File: config.mk
export PLATFORM = sky130hd
export DESIGN_NAME = slt_ctrl
export DESIGN_NICKNAME = d
export VERILOG_FILES = /design/src/hw/rtl/slt_pkg.sv /design/src/hw/rtl/slt_ctrl.sv
export SDC_FILE = /design/constraint.sdc
export NUM_CORES = 1
export LEC_CHECK = 0
export ABC_AREA = 1
export BUFFER_PORTS_ARGS = -buffer_cell sky130_fd_sc_hd__buf_2
export CAP_MARGIN = 20
export CORE_AREA = 3 3 40 42
export CTS_BUF_LIST = sky130_fd_sc_hd__clkbuf_8
export DETAILED_ROUTE_END_ITERATION = 10
export DIE_AREA = 0 0 43 45
export PLACE_DENSITY_LB_ADDON = 0.3
export SYNTH_ARGS = -nofsm -noshare
export SYNTH_HDL_FRONTEND = slang
export SYNTH_SLANG_ARGS = --single-unit
File: constraint.sdc
create_clock -name aclk -period 1.3 [get_ports aclk]
set_input_delay 0.13 -clock aclk [delete_from_list [all_inputs] [get_ports aclk]]
set_output_delay 0.13 -clock aclk [all_outputs]
set_load 0.01 [all_outputs]
File: src/hw/rtl/slt_pkg.sv
// Shared types and constants for the sorted list table.
`default_nettype none
package slt_pkg;
    localparam int DEPTH     = 256;
    localparam int VAL_W     = 32;
    localparam int IDX_W     = $clog2(DEPTH);
    localparam int CNT_W     = $clog2(DEPTH + 1);

    localparam logic [2:0] FN_INSERT  = 3'd0;
    localparam logic [2:0] FN_INS_UNQ = 3'd1;
    localparam logic [2:0] FN_FIND    = 3'd2;
    localparam logic [2:0] FN_REMOVE  = 3'd3;
    localparam logic [2:0] FN_POP     = 3'd4;

    localparam logic [1:0] ST_OK    = 2'd0;
    localparam logic [1:0] ST_MISS  = 2'd1;
    localparam logic [1:0] ST_FULL  = 2'd2;
    localparam logic [1:0] ST_EMPTY = 2'd3;

    typedef struct packed {
        logic start;
        logic scan_step;
        logic shift_step;
        logic write_ins;
        logic finish;
    } slt_cmd_t;

    typedef struct packed {
        logic scan_done;
        logic shift_done;
        logic do_shift;
        logic do_write;
    } slt_stat_t;
endpackage
`default_nettype wire

File: src/hw/rtl/slt_ctrl.sv
// Sequencer for the sorted list table: scan, shift, write, respond.
`default_nettype none
module slt_ctrl (
    input  wire logic             aclk,
    input  wire logic             aresetn,
    input  wire logic             in_fire,
    input  wire logic             out_busy,
    input  wire slt_pkg::slt_stat_t stat,
    output slt_pkg::slt_cmd_t     cmd,
    output logic                  idle
);
    import slt_pkg::*;

    localparam logic [2:0] S_IDLE  = 3'd0;
    localparam logic [2:0] S_SCAN  = 3'd1;
    localparam logic [2:0] S_SHIFT = 3'd2;
    localparam logic [2:0] S_WRITE = 3'd3;
    localparam logic [2:0] S_DONE  = 3'd4;

    logic [2:0] state_reg, state_next;

    always_ff @(posedge aclk) begin
        if (!aresetn) state_reg <= S_IDLE;
        else          state_reg <= state_next;
    end

    always_comb begin
        state_next = state_reg;
        cmd = '0;
        idle = (state_reg == S_IDLE);
        unique case (state_reg)
            S_IDLE: begin
                if (in_fire) begin
                    cmd.start = 1'b1;
                    state_next = S_SCAN;
                end
            end
            S_SCAN: begin
                cmd.scan_step = 1'b1;
                if (stat.scan_done) begin
                    if (stat.do_shift)      state_next = S_SHIFT;
                    else if (stat.do_write) state_next = S_WRITE;
                    else                    state_next = S_DONE;
                end
            end
            S_SHIFT: begin
                cmd.shift_step = 1'b1;
                if (stat.shift_done)
                    state_next = stat.do_write ? S_WRITE : S_DONE;
            end
            S_WRITE: begin
                cmd.write_ins = 1'b1;
                state_next = S_DONE;
            end
            S_DONE: begin
                if (!out_busy) begin
                    cmd.finish = 1'b1;
                    state_next = S_IDLE;
                end
            end
            default: state_next = S_IDLE;
        endcase
    end
endmodule
`default_nettype wire

; ---- Word-level counts from Yosys, hierarchy flattened
; Index checks and enable logic that the tools add are counted.
[totals]
reg_bits = 3
[classes]
eq_ne = 8
muxes = 14
reduce_logical = 2
[ops]
columns = cell, count
row1 = 3-bit two-way mux, 6
row2 = 3-bit one-hot mux with 5 select lines, 1
row3 = 2-bit != test (second input constant), 4
row4 = 1-bit two-way mux, 7
row5 = 3-bit by 2-bit equality test with 1-bit output (second input constant), 2
row6 = 4-bit AND reduction, 1
row7 = 3-bit by 1-bit equality test with 1-bit output (second input constant), 1
row8 = 3-bit equality test (second input constant), 1
row9 = 3-bit logical NOT, 1

; ---- Logic depth before layout (Yosys ltp)
[depth]
ltp_word = 4
mapped_depth = 7
ltp_nobuf = 7

; ---- Worst setup path after synthesis
; No wires, ideal clock.
[synth_timing]
path_type = reg-to-output
startpoint = register state_reg[2]
endpoint = output cmd[0] in the netlist's numbering
arrival_ns = 0.960
required_ns = 1.170
path_slack_ns = 0.210
path_stages_with_launch = 3
n_path_buf = 0
cell_sequence = dfxtp_1 inv_1 nor4_1
[synth_rtl]
columns = item, line_no
row1 = from (decl), slt_ctrl.sv:20  ; logic [2:0] state_reg, state_next;
row2 = from (signal assigned), slt_ctrl.sv:24  ; else state_reg <= state_next;
row3 = to (decl), slt_ctrl.sv:9  ; output slt_pkg::slt_cmd_t cmd,

==> run_results.csv <==
group,metric,value,unit
cells_and_area,diodes,0,
route,dr_total_vias,332,
cells_and_area,n_fill_cell,147,
worst_setup_path,path_delay_family,"flip-flops",
sta,worstMarginPinSlew,249,ps
synth,ys_types,16,
synth,synth_seq_cells,3,
place,port_buffers,13,
global_route,grt_overflow,0,
global_route,grt_max_degree,8,
sta,timing.final.crit_share,94.7,%
die,top_level_ports,14,
route,drc,0,
global_route,track_usage,6.99,%
min_path,min_path_type,"primary input to register",
cells_and_area,nNetsFinal,70,
worst_setup_path,worst_path_largest_cell_delay,380,ps
clock_tree,cts_buffer_depth,2,
die,dieArea,0.00194,mm^2
clock_tree,cts_resized,1,
sta,finalHoldViolCount,0,
synth,synth_top_cell_area_share,22.7,%
route,drtAntennaViolNets,0,
clock_tree,cts_tree,"yes",
sta,drv_slew,0,
run_status,status,"complete, no violations",
cells_and_area,multi_input_area,170,um^2
sta,clock.fmax,812,MHz
clock_tree,clkLatencyLatePin,210,ps
route,vias_per_cell,4.37,
global_route,grt_pass1_vias,263,
cells_and_area,utilization,30.9,%
flow_run,maxCapViolations,0,
sta,fin_setup_tns,0,ps
clock_tree,root_buffer,"clkbuf_8",
synth,yosys-top-cells-count,"nand2_1 (12), inv_1 (7), a21oi_1 (3), dfxtp_1 (3), nor2_2 (3)",
clock_tree,path_clk_slew,30,ps
clock_tree,post_cts_buffers,0,
sta,fin_crit,1230,ps
synth,yosys_warnings,0,
synth,synth-edff-count,0,
cells_and_area,drive_gt1_share,41.0,%
power,p_leak,0.221,nW
die,initial_core_util,20.5,%
synth,synth_most_common_cell,"nand2_1",
worst_setup_path,cpMaxStageDelayCell,"dfxtp_4",
die,dieWidth,43,um
clock_tree,cts_hold_buf,0,
synth,syn-instance-count,44,
synth,syn_avg_cell_area,6.00,um^2
power,powerDensity,1820,mW/mm^2
route,wl_per_cell,8.66,um
synth,syn-num-nets,52,
clock_tree,cts_htree_levels,1,
cells_and_area,seqCellArea,63.8,um^2
route,first_iter_violations,4,
die,die_h,45,um
sta,slew_headroom,83.2,%
synth,netlist_top_cells_area,"dfxtp_1 (23%), nand2_1 (17%), inv_1 (10%)",
worst_setup_path,start_kind,"register",
power,power,722,uW
cells_and_area,largest_reg_flops,3,
die,core_area,0.00128,mm^2
sta,rsz0062_at_grt,"no",
synth,synth_area,264,um^2
synth,async_flop_share,0,%
worst_setup_path,end_kind,"primary output",
worst_setup_path,cp_max_fo,7,
worst_setup_path,crit_chain,"inv_1, nor4_1, buf_2",
global_route,grt_pass1_wl,993,um
synth,seq_area_frac_synth,22.7,%
worst_setup_path,worst-endpoint-required,1170,ps
die,rows,13,
global_route,antenna_found_initial,0,
clock_tree,cts_buffers,3,
synth,yosysTopAreaCell,"dfxtp_1",
place,dp_hpwl,526,um
worst_setup_path,path_buf_inv,2,
worst_setup_path,arrival,1100,ps
cells_and_area,synthToLayoutAreaGrowth,50.2,%
route,dr.pass1.iters,4,
clock_tree,cts.sinks,3,
worst_setup_path,crit_type,"register to primary output",
sta,setup_viol_count_final,0,
place,place.gp.congestion,0.722,
sta,final.setup_skew,4.12,ps
power,ir_worst_vdd,0.000919,V
synth,ys.flop_type,"dfxtp_1",
route,routed_wl,658,um
worst min-delay path: stages:
cell and delay [ps]:
buf_2 90, inv_1 70, a21oi_1 40
path summary, 6_finish.rpt:
kind	start	end	slack, ps	depth (start not counted)
min reg2reg	state_reg[2]$_SDFFE_PN0P_	state_reg[2]$_SDFFE_PN0P_	570	2
min	aresetn	state_reg[2]$_SDFFE_PN0P_	170	3
max	state_reg[2]$_SDFFE_PN0P_	cmd[0]	70	3
max reg2reg	state_reg[0]$_SDFFE_PN0P_	state_reg[0]$_SDFFE_PN0P_	170	7
cell type report:
cell class              count  share of cell area (%)
clock buffers               3                    10.4
clock inverters             1                   0.946
inverters                   9                    8.52
multi-input cells          32                    42.9
flip-flops and latches      3                    16.1
well taps                  15                    4.73
repair buffers             13                    16.4
through the flow:
stage               hold slack, ps  setup slack [ps]  instance area (um^2)  instances
finish                         168              68.3                   397         76
global route                   203              8.44                   397         76
CTS                            171              33.4                   394         76
detailed placement             396               156                   348         72
global placement               407               142                   348         72
floorplan                      281               210                   264         44
report_power, final:
part	total, mW	leakage, nW	internal, mW	switching [mW]
Clock	0.260	0.0269	0.201	0.0593
Sequential	0.159	0.0253	0.115	0.0435
Combinational	0.303	0.169	0.120	0.183
routing by layer:
metal  up-vias  global-route usage (%)  wire (um)
met5         -                       0          0
met4         0                       0          3
met3         2                    6.37         74
met2        19                    9.58        268
met1       135                    8.65        312
li1        176                       -          -
layout by cell type, fill, tap and decap left out, drive strengths merged:
| cell type | n |
|---|---|
| nand2 | 12 |
| nand3b | 1 |
| nor2 | 5 |
| dfxtp | 3 |
| nand3 | 3 |
| nor3 | 3 |
| a21oi | 3 |
| nor4 | 1 |
| o21ai | 1 |
| inv | 10 |
| o211ai | 1 |
| clkbuf | 3 |
| buf | 13 |
| nand4 | 2 |
cell families (layout without fill, tap and decap cells):
kind of cell | count (synthesis) | count (layout) | share of synthesized area (%)
flip-flops | 3 | 3 | 22.7
AND/OR/NAND/NOR | 27 | 27 | 54.0
AO/OA/AOI/OAI | 5 | 5 | 10.4
buffers and inverters | 9 | 26 | 12.8
No activity file was read; power rests on OpenSTA's default activity.
